===== src/rtl/core/mdbfa_pkg.sv =====
// ----------------------------------------------------------------------------
// MDB frame assembler package
// Shared widths, control byte codes, queue command and store write types.
// ----------------------------------------------------------------------------
`timescale 1ns / 1ps
`default_nettype none

package mdbfa_pkg;

	localparam int BYTE_W = 8;
	localparam int POS_W  = 6;
	localparam int GAP_W  = 16;

	localparam logic [GAP_W-1:0] GAP_RESET = 16'd1000;
	localparam logic [GAP_W-1:0] IDLE_MAX  = 16'hFFFF;

	// Single-byte control values that close a frame on their own.
	localparam logic [BYTE_W-1:0] CTRL_ZERO = 8'h00;
	localparam logic [BYTE_W-1:0] CTRL_ONES = 8'hFF;
	localparam logic [BYTE_W-1:0] CTRL_ALT  = 8'hAA;

	// Item kinds on the input channel.
	localparam logic KIND_WORD = 1'b0;
	localparam logic KIND_TICK = 1'b1;

	// One closed frame waiting to be played out.
	typedef struct packed {
		logic              bank;
		logic [POS_W-1:0]  len;
		logic [BYTE_W-1:0] expected;
		logic [BYTE_W-1:0] actual;
		logic              good;
	} cmd_t;

	typedef struct packed {
		logic valid;
		cmd_t cmd;
	} cmd_push_t;

	// One write into the frame store.
	typedef struct packed {
		logic              en;
		logic              bank;
		logic [POS_W-1:0]  idx;
		logic [BYTE_W-1:0] value;
		logic              mode;
	} store_wr_t;

	typedef enum logic {
		BK_IDLE,
		BK_RUN
	} back_state_t;

	function automatic logic is_control(input logic [BYTE_W-1:0] v);
		return (v == CTRL_ZERO) || (v == CTRL_ONES) || (v == CTRL_ALT);
	endfunction

endpackage

`default_nettype wire


===== src/rtl/core/mdbfa_front.sv =====
// ----------------------------------------------------------------------------
// MDB frame assembler front end
// Accepts words and ticks, tracks the open frame, writes the frame store and
// queues a command for every frame that closes and is to be emitted.
// ----------------------------------------------------------------------------
`timescale 1ns / 1ps
`default_nettype none

module mdbfa_front #(
	parameter int MAX_FRAME_BYTES = 36
) (
	input  wire logic                       clk,
	input  wire logic                       arst_n,
	input  wire logic                       cfg_wr_en,
	input  wire logic [mdbfa_pkg::GAP_W-1:0] cfg_wr_data,
	input  wire logic                       in_valid,
	output logic                            in_ready,
	input  wire logic                       kind,
	input  wire logic [7:0]                 word_value,
	input  wire logic                       word_mode,
	input  wire logic                       back_free,
	output mdbfa_pkg::store_wr_t            store_wr,
	output mdbfa_pkg::cmd_push_t            push_a,
	output mdbfa_pkg::cmd_push_t            push_b
);
	import mdbfa_pkg::*;

	localparam logic [POS_W-1:0] MaxFill = POS_W'(MAX_FRAME_BYTES);

	logic [GAP_W-1:0]  gap_q;
	logic [POS_W-1:0]  fill_q;
	logic [BYTE_W-1:0] sum_q;
	logic [BYTE_W-1:0] last_q;
	logic              first_q;
	logic              later_q;
	logic [GAP_W-1:0]  idle_q;
	logic              bank_q;

	logic              accept;
	logic              is_word;
	logic              is_tick;
	logic [GAP_W-1:0]  idle_inc;
	logic              close_tick;
	logic              close_word;
	logic              close_a;
	logic              emit_ok;
	logic              bank_b;
	logic [POS_W-1:0]  fill0;
	logic [BYTE_W-1:0] sum0;
	logic              first0;
	logic              later0;
	logic [POS_W-1:0]  fill1;
	logic [BYTE_W-1:0] sum1;
	logic              first1;
	logic              later1;
	logic              close_b;
	logic [BYTE_W-1:0] expected_b;

	// Items are taken only when the back end and the queue are drained.
	assign in_ready = back_free;
	assign accept   = in_valid && in_ready;
	assign is_word  = accept && (kind == KIND_WORD);
	assign is_tick  = accept && (kind == KIND_TICK);

	// Close decisions for the frame that is open now.
	always_comb begin
		idle_inc   = (idle_q == IDLE_MAX) ? idle_q : idle_q + 16'd1;
		close_tick = is_tick && (fill_q != '0) && (idle_inc >= gap_q);
		close_word = is_word && (fill_q != '0) && (word_mode || (fill_q >= MaxFill));
		close_a    = close_tick || close_word;
		emit_ok    = (fill_q >= 6'd2) || is_control(last_q);

		push_a.valid        = close_a && emit_ok;
		push_a.cmd.bank     = bank_q;
		push_a.cmd.len      = fill_q;
		push_a.cmd.actual   = last_q;
		push_a.cmd.expected = (fill_q == 6'd1) ? last_q : sum_q - last_q;
		push_a.cmd.good     = (push_a.cmd.expected == last_q);

		bank_b = bank_q ^ push_a.valid;
	end

	// Frame state after the new word is stored, and the second close check.
	always_comb begin
		fill0  = close_word ? '0 : fill_q;
		sum0   = close_word ? '0 : sum_q;
		first0 = close_word ? 1'b0 : first_q;
		later0 = close_word ? 1'b0 : later_q;
		fill1  = fill0 + 6'd1;
		sum1   = sum0 + word_value;
		first1 = (fill0 == '0) ? word_mode : first0;
		later1 = later0 || ((fill0 != '0) && word_mode);

		close_b = is_word && (((fill0 == '0) && is_control(word_value)) ||
			((fill1 >= 6'd2) && first1 && !later1 && (sum0 == word_value)));
		expected_b = (fill0 == '0) ? word_value : sum0;

		push_b.valid        = close_b;
		push_b.cmd.bank     = bank_b;
		push_b.cmd.len      = fill1;
		push_b.cmd.actual   = word_value;
		push_b.cmd.expected = expected_b;
		push_b.cmd.good     = (expected_b == word_value);

		store_wr.en    = is_word;
		store_wr.bank  = bank_b;
		store_wr.idx   = fill0;
		store_wr.value = word_value;
		store_wr.mode  = word_mode;
	end

	// Gap register.
	always_ff @(posedge clk or negedge arst_n) begin
		if (!arst_n) begin
			gap_q <= GAP_RESET;
		end else if (cfg_wr_en) begin
			gap_q <= cfg_wr_data;
		end
	end

	// Open frame state.
	always_ff @(posedge clk or negedge arst_n) begin
		if (!arst_n) begin
			fill_q  <= '0;
			sum_q   <= '0;
			first_q <= 1'b0;
			later_q <= 1'b0;
			idle_q  <= '0;
			bank_q  <= 1'b0;
		end else if (is_word) begin
			idle_q <= '0;
			if (close_b) begin
				fill_q  <= '0;
				sum_q   <= '0;
				first_q <= 1'b0;
				later_q <= 1'b0;
				bank_q  <= ~bank_b;
			end else begin
				fill_q  <= fill1;
				sum_q   <= sum1;
				first_q <= first1;
				later_q <= later1;
				bank_q  <= bank_b;
			end
		end else if (close_tick) begin
			fill_q  <= '0;
			sum_q   <= '0;
			first_q <= 1'b0;
			later_q <= 1'b0;
			idle_q  <= '0;
			bank_q  <= bank_b;
		end else if (is_tick && (fill_q != '0)) begin
			idle_q <= idle_inc;
		end
	end

	// Most recent stored byte, the check byte of a frame closed by a tick or by the next word.
	always_ff @(posedge clk) begin
		if (is_word) begin
			last_q <= word_value;
		end
	end

	a_fill_bound: assert property (@(posedge clk) disable iff (!arst_n)
		fill_q <= MaxFill)
		else $error("frame fill count exceeds store size");

	a_push_on_accept: assert property (@(posedge clk) disable iff (!arst_n)
		(push_a.valid || push_b.valid) |-> accept)
		else $error("close command without an accepted item");

endmodule

`default_nettype wire


===== src/rtl/core/mdbfa_cmd_queue.sv =====
// ----------------------------------------------------------------------------
// MDB frame assembler command queue
// Two-entry queue of closed frames; takes up to two commands in one cycle.
// ----------------------------------------------------------------------------
`timescale 1ns / 1ps
`default_nettype none

module mdbfa_cmd_queue (
	input  wire logic              clk,
	input  wire logic              arst_n,
	input  mdbfa_pkg::cmd_push_t   push_a,
	input  mdbfa_pkg::cmd_push_t   push_b,
	input  wire logic              pop,
	output logic                   empty,
	output mdbfa_pkg::cmd_t        head
);
	import mdbfa_pkg::*;

	cmd_t       entry_q [2];
	logic       wr_ptr_q;
	logic       rd_ptr_q;
	logic [1:0] count_q;
	logic [1:0] n_push;
	cmd_t       first_cmd;

	// Compact the two push slots so the earlier close lands first.
	always_comb begin
		n_push    = {1'b0, push_a.valid} + {1'b0, push_b.valid};
		first_cmd = push_a.valid ? push_a.cmd : push_b.cmd;
		empty     = (count_q == 2'd0);
		head      = entry_q[rd_ptr_q];
	end

	always_ff @(posedge clk) begin
		if (n_push != 2'd0) begin
			entry_q[wr_ptr_q] <= first_cmd;
		end
		if (n_push == 2'd2) begin
			entry_q[~wr_ptr_q] <= push_b.cmd;
		end
	end

	always_ff @(posedge clk or negedge arst_n) begin
		if (!arst_n) begin
			wr_ptr_q <= 1'b0;
			rd_ptr_q <= 1'b0;
			count_q  <= '0;
		end else begin
			wr_ptr_q <= wr_ptr_q ^ n_push[0];
			rd_ptr_q <= rd_ptr_q ^ pop;
			count_q  <= count_q + n_push - {1'b0, pop};
		end
	end

	a_no_overflow: assert property (@(posedge clk) disable iff (!arst_n)
		(count_q + n_push) <= 3'd2)
		else $error("command queue overflow");

	a_no_underflow: assert property (@(posedge clk) disable iff (!arst_n)
		pop |-> !empty)
		else $error("command queue pop while empty");

endmodule

`default_nettype wire


===== src/rtl/core/mdbfa_back.sv =====
// ----------------------------------------------------------------------------
// MDB frame assembler back end
// Holds the two-bank frame store and plays each queued frame out one byte
// per cycle while the output is not held, through a read stage and an output register.
// ----------------------------------------------------------------------------
`timescale 1ns / 1ps
`default_nettype none

module mdbfa_back #(
	parameter int MAX_FRAME_BYTES = 36
) (
	input  wire logic             clk,
	input  wire logic             arst_n,
	input  mdbfa_pkg::store_wr_t  store_wr,
	input  wire logic             q_empty,
	input  mdbfa_pkg::cmd_t       q_head,
	output logic                  q_pop,
	output logic                  busy,
	output logic                  out_valid,
	input  wire logic             out_ready,
	output logic [7:0]            byte_value,
	output logic                  byte_mode,
	output logic [5:0]            byte_position,
	output logic                  frame_last,
	output logic [5:0]            frame_length,
	output logic                  checksum_good,
	output logic [7:0]            check_calc,
	output logic [7:0]            check_recv
);
	import mdbfa_pkg::*;

	localparam int               AW      = $clog2(2 * MAX_FRAME_BYTES);
	localparam int               Depth   = 2 * MAX_FRAME_BYTES;
	localparam logic [AW-1:0]    BankOfs = AW'(MAX_FRAME_BYTES);

	logic [BYTE_W:0]   store_mem [Depth];

	back_state_t       state_q;
	back_state_t       state_d;
	cmd_t              cmd_q;
	logic [POS_W-1:0]  pos_q;

	logic              valid_s1;
	logic [BYTE_W:0]   rdata_s1;
	logic [POS_W-1:0]  pos_s1;
	logic              last_s1;
	cmd_t              cmd_s1;

	logic              adv_s1;
	logic              issue;
	logic              issue_last;
	logic [AW-1:0]     waddr;
	logic [AW-1:0]     raddr;

	// Read stage moves on when the output register is empty or being taken.
	always_comb begin
		adv_s1     = valid_s1 && (!out_valid || out_ready);
		issue      = (state_q == BK_RUN) && (!valid_s1 || adv_s1);
		issue_last = (pos_q == cmd_q.len - 6'd1);
		waddr      = store_wr.bank ? AW'(store_wr.idx) + BankOfs : AW'(store_wr.idx);
		raddr      = cmd_q.bank ? AW'(pos_q) + BankOfs : AW'(pos_q);
		busy       = (state_q == BK_RUN) || valid_s1 || out_valid;
	end

	// Sequencer over the bytes of one frame.
	always_comb begin
		state_d = state_q;
		q_pop   = 1'b0;
		case (state_q)
			BK_IDLE: begin
				if (!q_empty) begin
					q_pop   = 1'b1;
					state_d = BK_RUN;
				end
			end
			BK_RUN: begin
				if (issue && issue_last) begin
					state_d = BK_IDLE;
				end
			end
			default: state_d = BK_IDLE;
		endcase
	end

	always_ff @(posedge clk or negedge arst_n) begin
		if (!arst_n) begin
			state_q <= BK_IDLE;
		end else begin
			state_q <= state_d;
		end
	end

	always_ff @(posedge clk) begin
		if (q_pop) begin
			cmd_q <= q_head;
			pos_q <= '0;
		end else if (issue) begin
			pos_q <= pos_q + 6'd1;
		end
	end

	// Frame store: one write port for the front end, one registered read.
	always_ff @(posedge clk) begin
		if (store_wr.en) begin
			store_mem[waddr] <= {store_wr.mode, store_wr.value};
		end
		if (issue) begin
			rdata_s1 <= store_mem[raddr];
			pos_s1   <= pos_q;
			last_s1  <= issue_last;
			cmd_s1   <= cmd_q;
		end
	end

	always_ff @(posedge clk or negedge arst_n) begin
		if (!arst_n) begin
			valid_s1 <= 1'b0;
		end else if (issue) begin
			valid_s1 <= 1'b1;
		end else if (adv_s1) begin
			valid_s1 <= 1'b0;
		end
	end

	// Output register.
	always_ff @(posedge clk or negedge arst_n) begin
		if (!arst_n) begin
			out_valid <= 1'b0;
		end else if (adv_s1) begin
			out_valid <= 1'b1;
		end else if (out_ready) begin
			out_valid <= 1'b0;
		end
	end

	always_ff @(posedge clk) begin
		if (adv_s1) begin
			byte_value    <= rdata_s1[BYTE_W-1:0];
			byte_mode     <= rdata_s1[BYTE_W];
			byte_position <= pos_s1;
			frame_last    <= last_s1;
			frame_length  <= last_s1 ? cmd_s1.len : '0;
			checksum_good <= last_s1 && cmd_s1.good;
			check_calc    <= last_s1 ? cmd_s1.expected : '0;
			check_recv    <= last_s1 ? cmd_s1.actual : '0;
		end
	end

	a_last_length: assert property (@(posedge clk) disable iff (!arst_n)
		(out_valid && frame_last) |-> (frame_length == byte_position + 6'd1))
		else $error("final item length does not match its position");

	a_no_write_while_busy: assert property (@(posedge clk) disable iff (!arst_n)
		store_wr.en |-> !busy)
		else $error("frame store written while a frame plays out");

endmodule

`default_nettype wire


===== src/rtl/core/mdb_frame_assembler_core.sv =====
// ----------------------------------------------------------------------------
// MDB frame assembler
// Gathers decoded 9-bit MDB words into frames, closes them on mode bit, full
// store, control byte, complete master frame or idle gap, and emits each closed
// frame but a lone non-control byte as a run of bytes with length and sum check verdict.
// ----------------------------------------------------------------------------
// Path: a closed frame is queued, popped by the sequencer, read from the store and registered.
// Throughput: one item per cycle while nothing closes; a closing item holds
// the input until its frame has played out and the output register is empty.
// Reset: arst_n clears all control state and loads the gap register with
// 1000; the frame store is not cleared and needs no clearing pass.
`timescale 1ns / 1ps
`default_nettype none

module mdb_frame_assembler_core #(
	parameter int MAX_FRAME_BYTES = 36
) (
	input  wire logic        clk,
	input  wire logic        arst_n,
	input  wire logic        cfg_wr_en,
	input  wire logic [15:0] cfg_wr_data,
	input  wire logic        in_valid,
	output logic             in_ready,
	input  wire logic        kind,
	input  wire logic [7:0]  word_value,
	input  wire logic        word_mode,
	output logic             out_valid,
	input  wire logic        out_ready,
	output logic [7:0]       byte_value,
	output logic             byte_mode,
	output logic [5:0]       byte_position,
	output logic             frame_last,
	output logic [5:0]       frame_length,
	output logic             checksum_good,
	output logic [7:0]       check_calc,
	output logic [7:0]       check_recv
);
	import mdbfa_pkg::*;

	store_wr_t store_wr;
	cmd_push_t push_a;
	cmd_push_t push_b;
	cmd_t      q_head;
	logic      q_empty;
	logic      q_pop;
	logic      back_busy;
	logic      back_free;

	// The front end takes items only when no frame is pending or playing.
	assign back_free = q_empty && !back_busy;

	mdbfa_front #(
		.MAX_FRAME_BYTES(MAX_FRAME_BYTES)
	) u_front (
		.clk        (clk),
		.arst_n     (arst_n),
		.cfg_wr_en  (cfg_wr_en),
		.cfg_wr_data(cfg_wr_data),
		.in_valid   (in_valid),
		.in_ready   (in_ready),
		.kind       (kind),
		.word_value (word_value),
		.word_mode  (word_mode),
		.back_free  (back_free),
		.store_wr   (store_wr),
		.push_a     (push_a),
		.push_b     (push_b)
	);

	mdbfa_cmd_queue u_queue (
		.clk   (clk),
		.arst_n(arst_n),
		.push_a(push_a),
		.push_b(push_b),
		.pop   (q_pop),
		.empty (q_empty),
		.head  (q_head)
	);

	mdbfa_back #(
		.MAX_FRAME_BYTES(MAX_FRAME_BYTES)
	) u_back (
		.clk          (clk),
		.arst_n       (arst_n),
		.store_wr     (store_wr),
		.q_empty      (q_empty),
		.q_head       (q_head),
		.q_pop        (q_pop),
		.busy         (back_busy),
		.out_valid    (out_valid),
		.out_ready    (out_ready),
		.byte_value   (byte_value),
		.byte_mode    (byte_mode),
		.byte_position(byte_position),
		.frame_last   (frame_last),
		.frame_length (frame_length),
		.checksum_good(checksum_good),
		.check_calc   (check_calc),
		.check_recv   (check_recv)
	);

endmodule

`default_nettype wire


===== config.mk =====
export PLATFORM = sky130hd
export DESIGN_NAME = mdb_frame_assembler_core
export DESIGN_NICKNAME = d
export VERILOG_FILES = /design/src/rtl/core/mdbfa_pkg.sv /design/src/rtl/core/mdbfa_front.sv /design/src/rtl/core/mdbfa_cmd_queue.sv /design/src/rtl/core/mdbfa_back.sv /design/src/rtl/core/mdb_frame_assembler_core.sv
export SDC_FILE = /design/constraint.sdc
export NUM_CORES = 1
export LEC_CHECK = 0
export BUFFER_PORTS_ARGS = -buffer_cell sky130_fd_sc_hd__buf_2
export CAP_MARGIN = 20
export CORE_MARGIN = 8
export CORE_UTILIZATION = 65
export DETAILED_ROUTE_END_ITERATION = 7
export PLACE_DENSITY = 0.82
export RECOVER_POWER = 100
export SLEW_MARGIN = 20
export SYNTH_ARGS = -nofsm -noshare
export SYNTH_HDL_FRONTEND = slang
export SYNTH_SLANG_ARGS = --single-unit

===== constraint.sdc =====
create_clock -name clk -period 11 [get_ports clk]
set_input_delay 0.55 -clock clk [delete_from_list [all_inputs] [get_ports clk]]
set_output_delay 0.55 -clock clk [all_outputs]
set_load 0.01 [all_outputs]

==> insert_results.sql <==
INSERT INTO impl_metrics (metric_group, metric, value, unit) VALUES
('status', 'run_status', 'complete, but fails checks', ''),
('status', 'failed_checks', 'DRC, capacitance limit, slew limit', ''),
('clock_tree', 'htree_levels', '3', ''),
('floorplanning', 'std_cell_rows', '86', ''),
('clock_tree', 'cts_root_buf', 'sky130_fd_sc_hd__clkbuf_16', ''),
('sta', 'grt_setup_unrepaired', 'no', ''),
('grt', 'antenna_found_initial', '1', ''),
('place', 'buffers_on_ports', '71', ''),
('clock_tree', 'cts_hold_buffers', '0', ''),
('layout', 'stdcell_area', '40100', 'µm²'),
('yosys', 'synth_top_cell_by_area', 'sky130_fd_sc_hd__edfxtp_1', ''),
('power', 'vdd_ir_drop_max', '138', 'µV'),
('hold_path', 'hold_class', 'input pin to flip-flop', ''),
('floorplanning', 'die_width', '252', 'µm'),
('yosys', 'post_synth_main_area_contributors', 'sky130_fd_sc_hd__edfxtp_1, sky130_fd_sc_hd__mux4_2, sky130_fd_sc_hd__dfrtp_1', ''),
('job', 'max-cap-violations', '18', ''),
('critical_path', 'critical_path.endpoint_type', 'flip-flop', ''),
('clock_tree', 'clkTransAtPathRegs', '0.06', 'ns'),
('grt', 'global_route_wire_length_before_repair', '134', 'mm'),
('power', 'total_power', '8.90', 'mW'),
('floorplanning', 'design.die.area', '63600', 'µm²'),
('floorplanning', 'boundaryPins', '72', ''),
('yosys', 'gate_count_post_synth', '2039', ''),
('sta', 'timing_max_transition_violations_final', '958', ''),
('grt', 'grt_start_max_net_pins', '83', ''),
('yosys', 'prevailing_post_synth_register_cell', 'sky130_fd_sc_hd__edfxtp_1', ''),
('critical_path', 'crit_arrival', '8.67', 'ns'),
('yosys', 'number_of_enable_type_register_cells_in_the_synthesized_netlist', '806', ''),
('floorplanning', 'die_h', '252', 'µm'),
('routing', 'drcViolationCount', '1', ''),
('layout', 'n_antenna_cell', '0', ''),
('sta', 'setup_ws', '2.70', 'ns'),
('clock_tree', 'tritoncts', 'done', ''),
('critical_path', 'worst_ep_required_time', '11.37', 'ns'),
('grt', 'grt.overflow.total', '0', ''),
('grt', 'grt_pass1_vias', '20444', ''),
('routing', 'drt_pass1_iterations', '8', ''),
('yosys', 'synth_area_per_cell', '17.8', 'µm²'),
('place', 'post-place-ws', '4.28', 'ns'),
('place', 'placedCellCount', '2786', ''),
('critical_path', 'timing_worst_setup_path_type', 'input pin to flip-flop', ''),
('place', 'dpl-instance-area', '37400', 'µm²'),
('power', 'power.static_leakage', '13.2', 'nW'),
('sta', 'timing.setup.tns', '0', 'ns'),
('yosys', 'synthesis.area', '36300', 'µm²'),
('routing', 'antenna_violating_nets_post_route', '0', ''),
('yosys', 'synth_async_sr_flop_share', '6.45', '%'),
('floorplanning', 'start_util', '65.9', '%'),
('clock_tree', 'tritoncts_num_sinks', '868', ''),
('clock_tree', 'cts_made_buffers', '83', ''),
('yosys', 'synth_largest_type_area_fraction', '66.7', '%'),
('sta', 'finalSetupViolations', '0', ''),
('critical_path', 'crit_path_start_kind', 'input pin', ''),
('yosys', 'ys_ff_latch', '868', ''),
('place', 'detailed_place_hpwl', '51.0', 'mm'),
('hold_path', 'hp-start', 'cfg_wr_data[8]', ''),
('layout', 'fillers', '3192', ''),
('place', 'finalWeightedCongestion', '0.901', ''),
('yosys', 'yosys.cell_count.top_type', 'sky130_fd_sc_hd__edfxtp_1', ''),
('routing', 'detailed_route_wire_length', '90.4', 'mm'),
('clock_tree', 'worst_skew_pair.late_latency', '0.65', 'ns'),
('grt', 'gr-usage-all-layers', '28.4', '%'),
('sta', 'finalClockSkew', '0.0316', 'ns'),
('yosys', 'yosys_warnings', '0', ''),
('critical_path', 'r2r_start', 'u_back.pos_q[0]$_SDFFE_PP0P_', ''),
('clock_tree', 'cts_resized', '0', ''),
('yosys', 'synth_common_cells', 'sky130_fd_sc_hd__edfxtp_1, sky130_fd_sc_hd__mux4_2, sky130_fd_sc_hd__nor2_1, sky130_fd_sc_hd__nand2_1, sky130_fd_sc_hd__clkbuf_1', ''),
('floorplanning', 'coreArea', '55100', 'µm²'),
('layout', 'layout-area-overhead-vs-synth', '10.4', '%'),
('power', 'powerDensity', '222', 'nW/µm²'),
('clock_tree', 'postCtsSetupBuffers', '0', '');
## final timing paths
kind,endpoint,slack (ns),depth (start not counted)
setup / recovery,u_queue.entry_q[0][1]$_DFFE_PP_,2.70,20
hold / removal,u_front.gap_q[8]$_DFFE_PN1P_,0.13,3
setup reg to reg,u_back.rdata_s1[0]$_DFFE_PP_,3.35,7
hold reg to reg,u_back.cmd_s1[3]$_DFFE_PP_,0.41,0
max in group asynchronous,u_front.gap_q[13]$_DFFE_PN0P_,8.12,2
min in group asynchronous,u_front.sum_q[1]$_DFFE_PN0P_,1.07,2
## routing by layer
metal / GRT usage (%) / part of all wire (%) / up-vias
met5: 0 / 0 / -
met4: 11.4 / 4.5 / 0
met3: 5.62 / 10 / 260
met2: 46.7 / 49 / 1444
met1: 37.6 / 36 / 10138
li1: - / - / 8281
## worst max-delay path, stage by stage
cell                       delay, ns
sky130_fd_sc_hd__buf_2          0.07
sky130_fd_sc_hd__clkbuf_1       2.78
sky130_fd_sc_hd__nor2_1         0.24
sky130_fd_sc_hd__nor2_1         0.78
sky130_fd_sc_hd__nand2_1        0.41
sky130_fd_sc_hd__nand2_1        0.32
sky130_fd_sc_hd__inv_1          0.10
sky130_fd_sc_hd__ha_1           0.33
sky130_fd_sc_hd__and2_0         0.37
sky130_fd_sc_hd__nor3_1         0.21
sky130_fd_sc_hd__a32oi_1        0.11
sky130_fd_sc_hd__o21ai_0        0.22
sky130_fd_sc_hd__a221o_1        0.39
sky130_fd_sc_hd__a21oi_1        0.18
sky130_fd_sc_hd__ha_1           0.29
sky130_fd_sc_hd__nand2_1        0.17
sky130_fd_sc_hd__nand3_1        0.11
sky130_fd_sc_hd__o21ai_0        0.17
sky130_fd_sc_hd__buf_4          0.39
sky130_fd_sc_hd__mux2_2         0.39
## cell type report
cell class                 instances  area [µm²]  area share [%]
clock inverter                    55         618            1.54
tap                              748         936            2.34
inverter                          46         173           0.431
timing repair buffer              99         449            1.12
clock buffer                      95        2170            5.42
sequential                       868       25700            64.2
multi-input combinational       1028        9980            24.9
## metrics by stage
stage / hold slack [ns] / util, %
3_5_place_dp: 0.405 / 67.9
4_1_cts: 0.0697 / 73.0
6_report: 0.126 / 72.7
3_3_place_gp: 0.401 / 67.9
2_1_floorplan: 0.254 / -
5_1_grt: 0.135 / 72.7
## where the power goes
| part | internal (mW) | total [mW] | switching (mW) | leakage (nW) |
|---|---|---|---|---|
| clock | 1.67 | 2.93 | 1.26 | 1.37 |
| combinational | 0.901 | 2.06 | 1.16 | 3.76 |
| sequential | 3.75 | 3.91 | 0.155 | 8.06 |
## flip-flops by register name, summed over array words and instances, names as in the netlist, 2 cells and up
| register | cells |
|---|---|
| u_back.rdata_s1 | 9 |
| u_queue.count_q | 2 |
| u_back.cmd_s1 | 23 |
| u_back.cmd_q | 24 |
| u_front.gap_q | 16 |
| u_front.fill_q | 6 |
| u_front.idle_q | 16 |
| u_back.check_recv | 8 |
| u_back.pos_q | 6 |
| u_queue.entry_q | 48 |
| u_back.frame_length | 6 |
| u_back.byte_position | 6 |
| u_back.check_calc | 8 |
| u_back.byte_value | 8 |
| u_front.last_q | 8 |
| u_front.sum_q | 8 |
| u_back.store_mem | 648 |
| u_back.pos_s1 | 6 |
## logic make-up after synthesis
group           synth area share, %
fa+ha+maj                      1.77
xor+xnor                       1.37
flops                          70.9
compound gates                 4.11
mux                            14.8
buf+inv                        1.59
simple gates                   5.42
## cells in the final DEF (no fill, tap or decap), types with 46 or more instances in the layout
cell type                     n
sky130_fd_sc_hd__a21oi_1     46
sky130_fd_sc_hd__clkbuf_16   84
sky130_fd_sc_hd__dfrtp_1     50
sky130_fd_sc_hd__nor2_1     145
sky130_fd_sc_hd__nand2_1    119
sky130_fd_sc_hd__edfxtp_1   806
sky130_fd_sc_hd__mux4_2     198
sky130_fd_sc_hd__o21ai_0     53
sky130_fd_sc_hd__clkbuf_1    73
Power figures use the tool's default switching activity.
